==> src/sv/slcd_pkg.sv <==
// Package for the sync/length/sum-8 deframer: shared types, register indexes,
// phase and reply-position codes, and frame limits. No dependencies.
package slcd_pkg;

	// Largest body the deframer accepts; a length byte is body + 1
	localparam int PAYLOAD_MAX = 128;

	localparam int BYTE_W    = 8;
	localparam int SYNC_W    = 16;
	localparam int IDX_W     = 7;
	localparam int CFG_IDX_W = 2;
	localparam int CFG_DAT_W = 16;

	localparam logic [BYTE_W-1:0] LEN_MIN        = 8'd2;
	localparam logic [BYTE_W-1:0] LEN_MAX        = 8'(PAYLOAD_MAX + 1);
	localparam logic [BYTE_W-1:0] REPLY_LEN_BYTE = 8'(1 + 2);

	// Register reset values
	localparam logic [SYNC_W-1:0] SYNC_WORD_RST   = 16'hAA55;
	localparam logic [BYTE_W-1:0] ACK_ADDRESS_RST = 8'h00;
	localparam logic [BYTE_W-1:0] ACK_CODE_RST    = 8'h00;
	localparam logic [BYTE_W-1:0] NACK_CODE_RST   = 8'h01;

	// Configuration register indexes
	typedef enum logic [CFG_IDX_W-1:0] {
		REG_SYNC_WORD   = 2'd0,
		REG_ACK_ADDRESS = 2'd1,
		REG_ACK_CODE    = 2'd2,
		REG_NACK_CODE   = 2'd3
	} cfg_reg_t;

	// Receive phase
	typedef enum logic [1:0] {
		PH_HUNT = 2'd0,
		PH_LEN  = 2'd1,
		PH_BODY = 2'd2,
		PH_SUM  = 2'd3
	} phase_t;

	// Result kind
	typedef enum logic {
		KIND_PAYLOAD = 1'b0,
		KIND_REPLY   = 1'b1
	} kind_t;

	// Byte position within the reply frame
	typedef enum logic [2:0] {
		RP_SYNC_HI = 3'd0,
		RP_SYNC_LO = 3'd1,
		RP_LEN     = 3'd2,
		RP_ADDR    = 3'd3,
		RP_CODE    = 3'd4,
		RP_CSUM    = 3'd5
	} reply_pos_t;

	typedef struct packed {
		logic [SYNC_W-1:0] sync_word;
		logic [BYTE_W-1:0] ack_address;
		logic [BYTE_W-1:0] ack_code;
		logic [BYTE_W-1:0] nack_code;
	} cfg_t;

	// One output job: a payload byte, or a whole reply frame
	typedef struct packed {
		kind_t             kind;
		logic [BYTE_W-1:0] data;       // payload byte, or reply code
		logic [IDX_W-1:0]  index;      // zero on replies
		logic              good;       // zero on payload
		logic [SYNC_W-1:0] sync_word;
		logic [BYTE_W-1:0] address;
		logic [BYTE_W-1:0] csum;
	} job_t;

endpackage

==> src/sv/slcd_rx_if.sv <==
// Receive byte channel: valid/ready handshake with one byte of payload.
// Depends on slcd_pkg.
interface slcd_rx_if;
	logic                        valid;
	logic                        ready;
	logic [slcd_pkg::BYTE_W-1:0] rx_byte;

	modport source (output valid, output rx_byte, input ready);
	modport sink (input valid, input rx_byte, output ready);
endinterface

==> src/sv/slcd_res_if.sv <==
// Result channel: payload bytes and reply frame bytes with valid/ready.
// Depends on slcd_pkg.
interface slcd_res_if;
	logic                        valid;
	logic                        ready;
	logic                        kind;
	logic [slcd_pkg::BYTE_W-1:0] data_byte;
	logic [slcd_pkg::IDX_W-1:0]  payload_index;
	logic                        checksum_good;
	logic                        last;

	modport source (output valid, output kind, output data_byte, output payload_index,
		output checksum_good, output last, input ready);
	modport sink (input valid, input kind, input data_byte, input payload_index,
		input checksum_good, input last, output ready);
endinterface

==> src/sv/slcd_cfg_if.sv <==
// Configuration write channel: register index and write data with valid/ready.
// Depends on slcd_pkg.
interface slcd_cfg_if;
	logic                           valid;
	logic                           ready;
	logic [slcd_pkg::CFG_IDX_W-1:0] index;
	logic [slcd_pkg::CFG_DAT_W-1:0] data;

	modport source (output valid, output index, output data, input ready);
	modport sink (input valid, input index, input data, output ready);
endinterface

==> src/sv/slcd_cfg_regs.sv <==
// Configuration register file of the deframer; always ready for a write.
// Depends on slcd_pkg.
module slcd_cfg_regs (
	input  logic                           clk,
	input  logic                           arst_n,
	input  logic                           wr_valid,
	output logic                           wr_ready,
	input  logic [slcd_pkg::CFG_IDX_W-1:0] wr_index,
	input  logic [slcd_pkg::CFG_DAT_W-1:0] wr_data,
	output slcd_pkg::cfg_t                 cfg
);

	slcd_pkg::cfg_t cfg_q;

	assign wr_ready = 1'b1;
	assign cfg      = cfg_q;

	// Register writes
	always_ff @(posedge clk or negedge arst_n) begin
		if (!arst_n) begin
			cfg_q.sync_word   <= slcd_pkg::SYNC_WORD_RST;
			cfg_q.ack_address <= slcd_pkg::ACK_ADDRESS_RST;
			cfg_q.ack_code    <= slcd_pkg::ACK_CODE_RST;
			cfg_q.nack_code   <= slcd_pkg::NACK_CODE_RST;
		end else if (wr_valid) begin
			unique case (slcd_pkg::cfg_reg_t'(wr_index))
				slcd_pkg::REG_SYNC_WORD:   cfg_q.sync_word   <= wr_data;
				slcd_pkg::REG_ACK_ADDRESS: cfg_q.ack_address <= wr_data[slcd_pkg::BYTE_W-1:0];
				slcd_pkg::REG_ACK_CODE:    cfg_q.ack_code    <= wr_data[slcd_pkg::BYTE_W-1:0];
				slcd_pkg::REG_NACK_CODE:   cfg_q.nack_code   <= wr_data[slcd_pkg::BYTE_W-1:0];
				default: ;
			endcase
		end
	end

endmodule

==> src/sv/slcd_parser.sv <==
// Frame parser: sync hunt, length check, body count and running sum. Each
// accepted byte updates the parse state and may post one job to a register.
// Depends on slcd_pkg.
module slcd_parser (
	input  logic                        clk,
	input  logic                        arst_n,
	input  logic                        rx_valid,
	output logic                        rx_ready,
	input  logic [slcd_pkg::BYTE_W-1:0] rx_byte,
	input  slcd_pkg::cfg_t              cfg,
	output slcd_pkg::job_t              job,
	output logic                        job_valid,
	input  logic                        job_take
);

	logic [slcd_pkg::SYNC_W-1:0] sync_window_q, sync_window_d;
	slcd_pkg::phase_t            phase_q, phase_d;
	logic [slcd_pkg::BYTE_W-1:0] frame_length_q, frame_length_d;
	logic [slcd_pkg::BYTE_W-1:0] body_count_q, body_count_d;
	logic [slcd_pkg::BYTE_W-1:0] running_sum_q, running_sum_d;
	logic [slcd_pkg::SYNC_W-1:0] window_shift;
	logic [slcd_pkg::BYTE_W-1:0] code;
	logic                        good;
	slcd_pkg::job_t              job_d, job_s1;
	logic                        job_gen;
	logic                        job_v_s1;
	logic                        accept;

	// Job register frees when the output stage takes it
	assign rx_ready  = !job_v_s1 || job_take;
	assign accept    = rx_valid && rx_ready;
	assign job       = job_s1;
	assign job_valid = job_v_s1;

	assign window_shift = {sync_window_q[slcd_pkg::BYTE_W-1:0], rx_byte};
	assign good         = (running_sum_q == rx_byte);
	assign code         = good ? cfg.ack_code : cfg.nack_code;

	// Next parse state and job for the incoming byte
	always_comb begin
		sync_window_d  = sync_window_q;
		phase_d        = phase_q;
		frame_length_d = frame_length_q;
		body_count_d   = body_count_q;
		running_sum_d  = running_sum_q;
		job_d          = '0;
		job_gen        = 1'b0;
		unique case (phase_q)
			slcd_pkg::PH_HUNT: begin
				if (window_shift == cfg.sync_word) begin
					phase_d        = slcd_pkg::PH_LEN;
					frame_length_d = '0;
					body_count_d   = '0;
					running_sum_d  = '0;
					sync_window_d  = '0;
				end else begin
					sync_window_d = window_shift;
				end
			end
			slcd_pkg::PH_LEN: begin
				if (rx_byte < slcd_pkg::LEN_MIN || rx_byte > slcd_pkg::LEN_MAX) begin
					phase_d       = slcd_pkg::PH_HUNT;
					sync_window_d = '0;
				end else begin
					frame_length_d = rx_byte;
					running_sum_d  = running_sum_q + rx_byte;
					phase_d        = slcd_pkg::PH_BODY;
				end
			end
			slcd_pkg::PH_BODY: begin
				job_gen       = 1'b1;
				job_d.kind    = slcd_pkg::KIND_PAYLOAD;
				job_d.data    = rx_byte;
				job_d.index   = body_count_q[slcd_pkg::IDX_W-1:0];
				running_sum_d = running_sum_q + rx_byte;
				body_count_d  = body_count_q + 8'd1;
				if (body_count_d == frame_length_q - 8'd1) begin
					phase_d = slcd_pkg::PH_SUM;
				end
			end
			slcd_pkg::PH_SUM: begin
				job_gen         = 1'b1;
				job_d.kind      = slcd_pkg::KIND_REPLY;
				job_d.data      = code;
				job_d.good      = good;
				job_d.sync_word = cfg.sync_word;
				job_d.address   = cfg.ack_address;
				job_d.csum      = slcd_pkg::REPLY_LEN_BYTE + cfg.ack_address + code;
				phase_d         = slcd_pkg::PH_HUNT;
				sync_window_d   = '0;
			end
			default: ;
		endcase
	end

	// Parse state
	always_ff @(posedge clk or negedge arst_n) begin
		if (!arst_n) begin
			sync_window_q  <= '0;
			phase_q        <= slcd_pkg::PH_HUNT;
			frame_length_q <= '0;
			body_count_q   <= '0;
			running_sum_q  <= '0;
		end else if (accept) begin
			sync_window_q  <= sync_window_d;
			phase_q        <= phase_d;
			frame_length_q <= frame_length_d;
			body_count_q   <= body_count_d;
			running_sum_q  <= running_sum_d;
		end
	end

	// Job register valid
	always_ff @(posedge clk or negedge arst_n) begin
		if (!arst_n) begin
			job_v_s1 <= 1'b0;
		end else if (accept) begin
			job_v_s1 <= job_gen;
		end else if (job_take) begin
			job_v_s1 <= 1'b0;
		end
	end

	// Job payload
	always_ff @(posedge clk) begin
		if (accept && job_gen) begin
			job_s1 <= job_d;
		end
	end

endmodule

==> src/sv/slcd_out_stage.sv <==
// Output stage: holds one job and plays it out, one result per transaction;
// a reply job becomes six bytes. Depends on slcd_pkg.
module slcd_out_stage (
	input  logic                        clk,
	input  logic                        arst_n,
	input  slcd_pkg::job_t              job,
	input  logic                        job_valid,
	output logic                        job_take,
	output logic                        res_valid,
	input  logic                        res_ready,
	output logic                        res_kind,
	output logic [slcd_pkg::BYTE_W-1:0] res_data_byte,
	output logic [slcd_pkg::IDX_W-1:0]  res_payload_index,
	output logic                        res_checksum_good,
	output logic                        res_last
);

	slcd_pkg::job_t       cur_q;
	slcd_pkg::reply_pos_t pos_q;
	logic                 busy_q;
	logic                 final_byte;
	logic                 res_done;
	logic                 free;

	// Payload jobs end after one byte, replies after the checksum byte
	assign final_byte = (cur_q.kind == slcd_pkg::KIND_PAYLOAD) || (pos_q == slcd_pkg::RP_CSUM);
	assign res_done   = busy_q && res_ready;
	assign free       = !busy_q || (res_done && final_byte);
	assign job_take   = job_valid && free;

	// Current job and reply position
	always_ff @(posedge clk or negedge arst_n) begin
		if (!arst_n) begin
			busy_q <= 1'b0;
			pos_q  <= slcd_pkg::RP_SYNC_HI;
		end else if (job_take) begin
			busy_q <= 1'b1;
			pos_q  <= slcd_pkg::RP_SYNC_HI;
		end else if (res_done) begin
			if (final_byte) begin
				busy_q <= 1'b0;
			end else begin
				pos_q <= slcd_pkg::reply_pos_t'(pos_q + 3'd1);
			end
		end
	end

	always_ff @(posedge clk) begin
		if (job_take) begin
			cur_q <= job;
		end
	end

	// Result fields
	assign res_valid         = busy_q;
	assign res_kind          = cur_q.kind;
	assign res_payload_index = cur_q.index;
	assign res_checksum_good = cur_q.good;
	assign res_last          = (cur_q.kind == slcd_pkg::KIND_REPLY) &&
		(pos_q == slcd_pkg::RP_CSUM);

	always_comb begin
		if (cur_q.kind == slcd_pkg::KIND_PAYLOAD) begin
			res_data_byte = cur_q.data;
		end else begin
			unique case (pos_q)
				slcd_pkg::RP_SYNC_HI: res_data_byte = cur_q.sync_word[15:8];
				slcd_pkg::RP_SYNC_LO: res_data_byte = cur_q.sync_word[7:0];
				slcd_pkg::RP_LEN:     res_data_byte = slcd_pkg::REPLY_LEN_BYTE;
				slcd_pkg::RP_ADDR:    res_data_byte = cur_q.address;
				slcd_pkg::RP_CODE:    res_data_byte = cur_q.data;
				slcd_pkg::RP_CSUM:    res_data_byte = cur_q.csum;
				default:              res_data_byte = '0;
			endcase
		end
	end

endmodule

==> src/sv/sync_length_checksum_deframer_unit.sv <==
// Deframer top level. A payload byte goes from rx through the parser job register
// and the output stage's current job to res; a checksum byte's six-byte reply likewise.
// rx takes a byte every cycle while the job register frees; a reply holds the
// output stage for six res transactions, one per cycle when res is ready.
// arst_n clears the parse state to hunting and loads register defaults.
// Depends on slcd_pkg, the three channel interfaces and the submodules.
module sync_length_checksum_deframer_unit (
	input  logic        clk,
	input  logic        arst_n,
	slcd_rx_if.sink     rx,
	slcd_res_if.source  res,
	slcd_cfg_if.sink    cfg
);

	slcd_pkg::cfg_t cfg_vals;
	slcd_pkg::job_t job;
	logic           job_valid;
	logic           job_take;

	slcd_cfg_regs u_cfg_regs (
		.clk      (clk),
		.arst_n   (arst_n),
		.wr_valid (cfg.valid),
		.wr_ready (cfg.ready),
		.wr_index (cfg.index),
		.wr_data  (cfg.data),
		.cfg      (cfg_vals)
	);

	slcd_parser u_parser (
		.clk       (clk),
		.arst_n    (arst_n),
		.rx_valid  (rx.valid),
		.rx_ready  (rx.ready),
		.rx_byte   (rx.rx_byte),
		.cfg       (cfg_vals),
		.job       (job),
		.job_valid (job_valid),
		.job_take  (job_take)
	);

	slcd_out_stage u_out_stage (
		.clk               (clk),
		.arst_n            (arst_n),
		.job               (job),
		.job_valid         (job_valid),
		.job_take          (job_take),
		.res_valid         (res.valid),
		.res_ready         (res.ready),
		.res_kind          (res.kind),
		.res_data_byte     (res.data_byte),
		.res_payload_index (res.payload_index),
		.res_checksum_good (res.checksum_good),
		.res_last          (res.last)
	);

endmodule

==> src/flat_wrapper.sv <==
// flat-port wrapper written by rule: the top's interface ports become plain ports
module sync_length_checksum_deframer_unit_flat 
  (clk, arst_n, rx_valid, rx_rx_byte, rx_ready, res_valid, res_kind, res_data_byte, res_payload_index, res_checksum_good, res_last, res_ready, cfg_valid, cfg_index, cfg_data, cfg_ready);
  slcd_rx_if rx_i ();
  slcd_res_if res_i ();
  slcd_cfg_if cfg_i ();
  input  logic clk;
  input  logic arst_n;
  input wire logic [$bits(rx_i.valid)-1:0] rx_valid;
  input wire logic [$bits(rx_i.rx_byte)-1:0] rx_rx_byte;
  output wire logic [$bits(rx_i.ready)-1:0] rx_ready;
  output wire logic [$bits(res_i.valid)-1:0] res_valid;
  output wire logic [$bits(res_i.kind)-1:0] res_kind;
  output wire logic [$bits(res_i.data_byte)-1:0] res_data_byte;
  output wire logic [$bits(res_i.payload_index)-1:0] res_payload_index;
  output wire logic [$bits(res_i.checksum_good)-1:0] res_checksum_good;
  output wire logic [$bits(res_i.last)-1:0] res_last;
  input wire logic [$bits(res_i.ready)-1:0] res_ready;
  input wire logic [$bits(cfg_i.valid)-1:0] cfg_valid;
  input wire logic [$bits(cfg_i.index)-1:0] cfg_index;
  input wire logic [$bits(cfg_i.data)-1:0] cfg_data;
  output wire logic [$bits(cfg_i.ready)-1:0] cfg_ready;
  assign rx_i.valid = rx_valid;
  assign rx_i.rx_byte = rx_rx_byte;
  assign rx_ready = rx_i.ready;
  assign res_valid = res_i.valid;
  assign res_kind = res_i.kind;
  assign res_data_byte = res_i.data_byte;
  assign res_payload_index = res_i.payload_index;
  assign res_checksum_good = res_i.checksum_good;
  assign res_last = res_i.last;
  assign res_i.ready = res_ready;
  assign cfg_i.valid = cfg_valid;
  assign cfg_i.index = cfg_index;
  assign cfg_i.data = cfg_data;
  assign cfg_ready = cfg_i.ready;
  sync_length_checksum_deframer_unit u_core (.clk(clk), .arst_n(arst_n), .rx(rx_i), .res(res_i), .cfg(cfg_i));
endmodule
==> config.mk <==
export PLATFORM = sky130hd
export DESIGN_NAME = sync_length_checksum_deframer_unit_flat
export DESIGN_NICKNAME = d
export VERILOG_FILES = /design/src/sv/slcd_pkg.sv /design/src/sv/slcd_rx_if.sv /design/src/sv/slcd_res_if.sv /design/src/sv/slcd_cfg_if.sv /design/src/sv/slcd_cfg_regs.sv /design/src/sv/slcd_parser.sv /design/src/sv/slcd_out_stage.sv /design/src/sv/sync_length_checksum_deframer_unit.sv /design/src/flat_wrapper.sv
export SDC_FILE = /design/constraint.sdc
export NUM_CORES = 1
export LEC_CHECK = 0
export BUFFER_PORTS_ARGS = -buffer_cell sky130_fd_sc_hd__buf_4
export CAP_MARGIN = 20
export CORE_AREA = 2 2 89 155
export CTS_CLUSTER_DIAMETER = 150
export DETAILED_ROUTE_END_ITERATION = 10
export DIE_AREA = 0 0 91 157
export PLACE_DENSITY = 0.83
export SETUP_SLACK_MARGIN = 0.5
export SYNTH_ARGS = -nofsm -noshare
export SYNTH_HDL_FRONTEND = slang
export SYNTH_SLANG_ARGS = --single-unit
export TNS_END_PERCENT = 30
==> constraint.sdc <==
create_clock -name clk -period 7.9 [get_ports clk]
set_input_delay 1.58 -clock clk [delete_from_list [all_inputs] [get_ports clk]]
set_output_delay 1.58 -clock clk [all_outputs]
set_load 0.01 [all_outputs]
# Yosys cells after proc, flatten, opt, wreduce, memory -nomap -nowiden
# Index checks and enable logic that the tools add are counted.
# Widths: inputs -> output; s select.
[totals]
regBits = 177
inputBits = 31
output_inout_bits = 21
wordCells = 114
[classes]
mux = 26
addsub = 6
reduce_logical = 34
eq_ne = 19
order_cmp = 2
bitwise = 1
[op_table]
columns = ["operator", "count"]
rows = [
  ["$mux 8", 7],
  ["$pmux 8 s3", 2],
  ["$pmux 8 s6", 1],
  ["$pmux 8 s2", 2],
  ["$pmux 9 s2", 1],
  ["$add 8x8->8", 2],
  ["$eq 16x16->1", 1],
  ["$eq 8x8->1", 2],
  ["$reduce_and 2->1", 6],
  ["$reduce_bool 2->1", 5],
  ["$mux 3", 3],
  ["$reduce_and 3->1", 3],
  ["$add 2x8->8 const A", 1],
  ["$add 8x1->8 const B", 1],
  ["$eq 2x2->1 const B", 4],
  ["$gt 8x8->1 const B", 1],
  ["$lt 8x2->1 const B", 1],
  ["$ne 2x2->1 const B", 4],
  ["$pmux 2 s4", 1],
  ["$reduce_and 4->1", 2],
  ["$sub 8x1->8 const B", 1],
  ["$eq 3x2->1 const B", 2],
  ["$eq 3x3->1 const B", 2],
  ["$logic_and 1x1->1", 6],
  ["13 further kinds", 27],
]

# Logic depth before layout (Yosys ltp)
[depth]
depth_word = 8
mapped_depth = 14

# Cells and area by module
# From an unflattened synthesis, not the netlist that was laid out.
[unflattened]
hier_cells = 637
hier_area_um2 = 8448.1
[modules_own_cells]
columns = ["mod", "seq_area_each_um2", "area_each_um2", "cells_each", "instances"]
rows = [
  ["slcd_parser", 2347.3, 4739.5, 415, 1],
  ["slcd_out_stage", 1571.5, 2184.6, 135, 1],
  ["slcd_cfg_regs", 1012.2, 1524.0, 87, 1],
]

# Worst setup path after synthesis
# No wires, ideal clock.
[synth_timing]
kind = "in2reg"
startpoint = "input res_ready"
endpoint = "register u_core.u_out_stage.cur_q[0] (netlist bit) (enable)"
arrival_ns = 5.231
path_stages = 2
path_slack_ns = 2.143
setup_time_ns = 0.526
required_ns = 7.374
cell_sequence = "nor2b_1 > nor3b_1"
[synth_via]
elab_chain_len = 4
[synth_rtl]
columns = ["item", "line", "rtl"]
rows = [
  ["start, declared", "flat_wrapper.sv:18", "input wire logic [$bits(res_i.ready)-1:0] res_ready;"],
  ["$logic_and 1x1->1", "slcd_out_stage.sv:27", "assign res_done = busy_q && res_ready;"],
  ["$logic_and 1x1->1", "slcd_out_stage.sv:28", "assign free = !busy_q || (res_done && final_byte);"],
  ["$logic_or 1x1->1", "slcd_out_stage.sv:28", ""],
  ["$logic_and 1x1->1", "slcd_out_stage.sv:29", "assign job_take = job_valid && free;"],
  ["net u_core.job_take", "sync_length_checksum_deframer_unit.sv:18", "logic job_take;"],
  ["end signal, assigned", "slcd_out_stage.sv:50", "cur_q <= job;"],
  ["end, declared", "slcd_out_stage.sv:18", "slcd_pkg::job_t cur_q;"],
]
# The timed path passes the listed nets, and every way through them passes these cells.
# A chain may end at the register's enable or synchronous reset.

# Worst setup path in the final report
[layout_timing]
startpoint = "input rx_rx_byte[6]"
endpoint = "register u_core.u_parser.job_s1 (netlist bit u_core.u_parser.job[7]), data pin"
[layout_via]
elab_chain_len = 3
[layout_rtl]
columns = ["item", "line", "rtl"]
rows = [
  ["start, declared", "flat_wrapper.sv:10", "input wire logic [$bits(rx_i.rx_byte)-1:0] rx_rx_byte;"],
  ["$eq 8x8->1", "slcd_parser.sv:36", "assign good = (running_sum_q == rx_byte);"],
  ["$mux 8", "slcd_parser.sv:37", "assign code = good ? cfg.ack_code : cfg.nack_code;"],
  ["$add 8x8->8", "slcd_parser.sv:88", "job_d.csum = slcd_pkg::REPLY_LEN_BYTE + cfg.ack_address + code;"],
  ["end signal, assigned", "slcd_parser.sv:127", "job_s1 <= job_d;"],
  ["end, declared", "slcd_parser.sv:24", "slcd_pkg::job_t job_d, job_s1;"],
]
# Every way passes these cells.

==> impl_metrics.tcl <==
set metrics [dict create \
    grt.overflow.total 0 \
    yosysMostFrequentCell "edfxtp_1" \
    row_count 55 \
    place_area_um2 8790 \
    grt_pass1_wl_um 27900 \
    p_leak_nw 3.77 \
    syn_avg_cell_area_um2 13.1 \
    fin_crit_sh_pct 62.2 \
    start_kind "input port" \
    die_area_um2 14300 \
    synth.distinct_cells 55 \
    drt.antenna.violating_nets 0 \
    netlist_area_um2 8300 \
    setup-tns-final_ps 0 \
    path_cells "buf_4, ha_1, nor4_1, nand3_1, mux2_2, ha_1, fa_1, a21o_1, a21oi_1, o21bai_1, a21oi_1, xnor2_1, and2_1" \
    core_area_um2 12900 \
    clockBufferDepth 2 \
    antennaDiodeCount 0 \
    synth_top_area_share_pct 35.5 \
    pwr-share-seq_pct 42.8 \
    critPathKind "input port to register" \
    synth_seq_cells 177 \
    finalNetCount 744 \
    grt_max_degree 80 \
    period_minus_slack_ps 4920 \
    cpMaxStageDelayCell "fa_1" \
    dpl_worst_slack_ps 2640 \
    critical_path_arrival_ps 5090 \
    cts_resized 0 \
    ios 52 \
    fillers 873 \
    max-vdd-ir-drop_mv 0.304 \
    grt_antenna_before_repair 0 \
    cp_max_fo 9 \
    comb_power_share_pct 31.3 \
    routed_wl_um 17700 \
    synth.top_cells.by_area "edfxtp_1 (35%), dfrtp_1 (21%), mux2_2 (7.2%)" \
    clkSinkCount 177 \
    hold_class "register to register" \
    synth_edf_count 98 \
    worstSetupEndpointType "register" \
    swShare_pct 34.0 \
    place_congestion 0.928 \
    htree_levels 4 \
    stdcell_count 864 \
    drv_slew 0 \
    first_pass_iters 5 \
    wire_per_inst_um 20.5 \
    required_ps 8080 \
    numPortBuffers 50 \
    rsz0062_at_grt "no" \
    tritoncts "done" \
    worstMarginPinSlew_ps 725 \
    max_freq_mhz 203 \
    grt_pass1_vias 5307 \
    status "finished, final reports clean" \
    p_sw_w 0.00108 \
    num_vias 5066 \
    power.internal_w 0.00209 \
    cts.clk_slew.worst_paths_ps 80 \
    syn_to_final_growth_pct 13.3 \
    finalHoldViolCount 0 \
    die_width_um 91 \
    power-per-cell-area_nw_per_um2 336 \
    cts-root-buf "clkbuf_16" \
    post-route-util_pct 72.7 \
    seqCellArea_um2 4930 \
    slew_headroom_pct 51.5 \
    drive_above_1_share_pct 22.4 \
    initialDrtViolationCount 306 \
    yosysTopAreaCell "edfxtp_1" \
    synth-async-reset-ratio_pct 44.6 \
    vias_per_cell 5.86 \
    cts_setup_buffers 0 \
    pwr-share-clk_pct 25.9 \
    syn-num-nets 698 \
    postCtsHoldBufs 0 \
    multi_input_area_um2 3080 \
    dp_hpwl_um 13100 \
    synthTopCellsByCount "edfxtp_1 (98), dfrtp_1 (70), mux2_2 (53), inv_1 (44), and2_1 (35)" \
    yosysWarnings 0 \
    cts_buffers 17 \
    start_util_pct 64.2 \
    setup_viol 0 \
    netlist_instances 634 \
    clock_skew_ps 11.0 \
    die_h_um 157 \
    setup_ws_ps 2980 \
    synthFlopType "edfxtp_1" \
    drcViolationCount 0 \
    yosysSeqAreaShare_pct 59.4 \
    insertion_delay_ps 430 \
    slowest_delay_ps 490 \
    grt_usage_pct 26.0 \
    finish.instance_area_um2 9400 \
    cap_violations 0 \
    placed_cells 831 \
]
-- cells in the final DEF (no fill, tap or decap), types with 9 or more instances in the layout --
cell	netlist	layout
mux2_2	53	53
dfstp_2	9	9
o22ai_1	10	10
inv_1	44	44
dfrtp_1	70	70
nor2_1	26	25
edfxtp_1	98	98
clkbuf_16	0	17
nand2_1	30	30
ha_1	31	31
xnor2_1	31	31
and2_1	35	35
a22o_1	17	17
nor2b_1	10	10
o21ai_0	10	10
buf_4	8	54
a21oi_1	18	18
mux2i_1	14	14
-- per-stage QoR --
stage	power, W	hold WS (ps)
detailed placement	0.00235	405
floorplan	0.00205	400
global route	0.00332	420
CTS	0.00317	416
global placement	0.00229	401
finish	0.00316	413
-- layout make-up --
class                      count  share of cell area [%]
inverter                      45                    1.80
clock buffer                  18                    4.56
timing repair buffer          55                    4.60
clock inverter                14                    1.62
tap                          171                    2.28
sequential                   177                    52.4
multi-input combinational    384                    32.7
-- kinds of logic (layout without fill, tap and decap cells) --
group / Yosys count / count (layout) / share of synthesized area, %
adders and majority gates: 33 / 33 / 5.16
xor gates and xnor gates: 40 / 40 / 4.88
and+or+nand+nor: 146 / 146 / 9.47
AOI/OAI and AO/OA: 97 / 97 / 8.41
DFF: 177 / 177 / 59.4
other: 1 / 1 / 0.0452
muxes: 67 / 67 / 8.88
buffers and inverters: 73 / 132 / 3.75
-- final timing paths --
check                      slack [ps]  depth (start not counted)                             start                            to
setup / recovery                 2980                         13                     rx_rx_byte[6]        u_core.u_parser.job[7]
hold / removal                    410                          0           u_core.u_parser.job[26]  u_core.u_out_stage.cur_q[26]
setup reg to reg                 3910                         12  u_core.u_parser.running_sum_q[6]        u_core.u_parser.job[7]
hold reg to reg                   410                          0           u_core.u_parser.job[26]  u_core.u_out_stage.cur_q[26]
max in group asynchronous        6320                          2                            arst_n     u_core.u_cfg_regs.cfg[24]
min in group asynchronous         960                          1                            arst_n     u_core.u_cfg_regs.cfg[11]
-- metal layers --
metal	vias to the layer above	global-route usage, %	part of all wire (%)
met5	-	0	0
met4	0	12.3	3.5
met3	37	4.45	3.1
met2	121	48.0	56
met1	2518	29.0	37
li1	2390	-	-
-- critical path, delay by kind of cell --
family	cells	cell delay (ps)
simple gates	3	950
buf+inv	1	140
compound gates	4	720
mux	1	440
xor+xnor	1	90
fa+ha+maj	3	1180
-- sequential cells by signal, indices dropped and copies added (netlist names), named ones only --
register,cells
u_core.u_out_stage.cur_q,40
u_core.u_parser.frame_length_q,8
u_core.u_parser.sync_window_q,8
u_core.u_parser.phase_q,1
u_core.u_out_stage.res_payload_index,7
u_core.u_parser.body_count_q,8
u_core.u_parser.job,49
u_core.u_parser.running_sum_q,8
u_core.u_out_stage.res_checksum_good,1
u_core.u_cfg_regs.cfg,40
u_core.u_out_stage.pos_q,3
u_core.u_out_stage.res_valid,1
u_core.u_parser.job_valid,1
u_core.u_out_stage.res_kind,1
-- power groups by stage --
| stage | clock network (W) | registers (W) | logic [W] |
|---|---|---|---|
| floorplan | 0 | 0.00131 | 0.000746 |
| global placement | 0 | 0.00136 | 0.000937 |
| detailed placement | 0 | 0.00137 | 0.000979 |
| CTS | 0.000832 | 0.00135 | 0.000989 |
| global route | 0.000863 | 0.00137 | 0.00109 |
| finish | 0.000818 | 0.00135 | 0.000990 |
No activity file was read; power rests on OpenSTA's default activity.
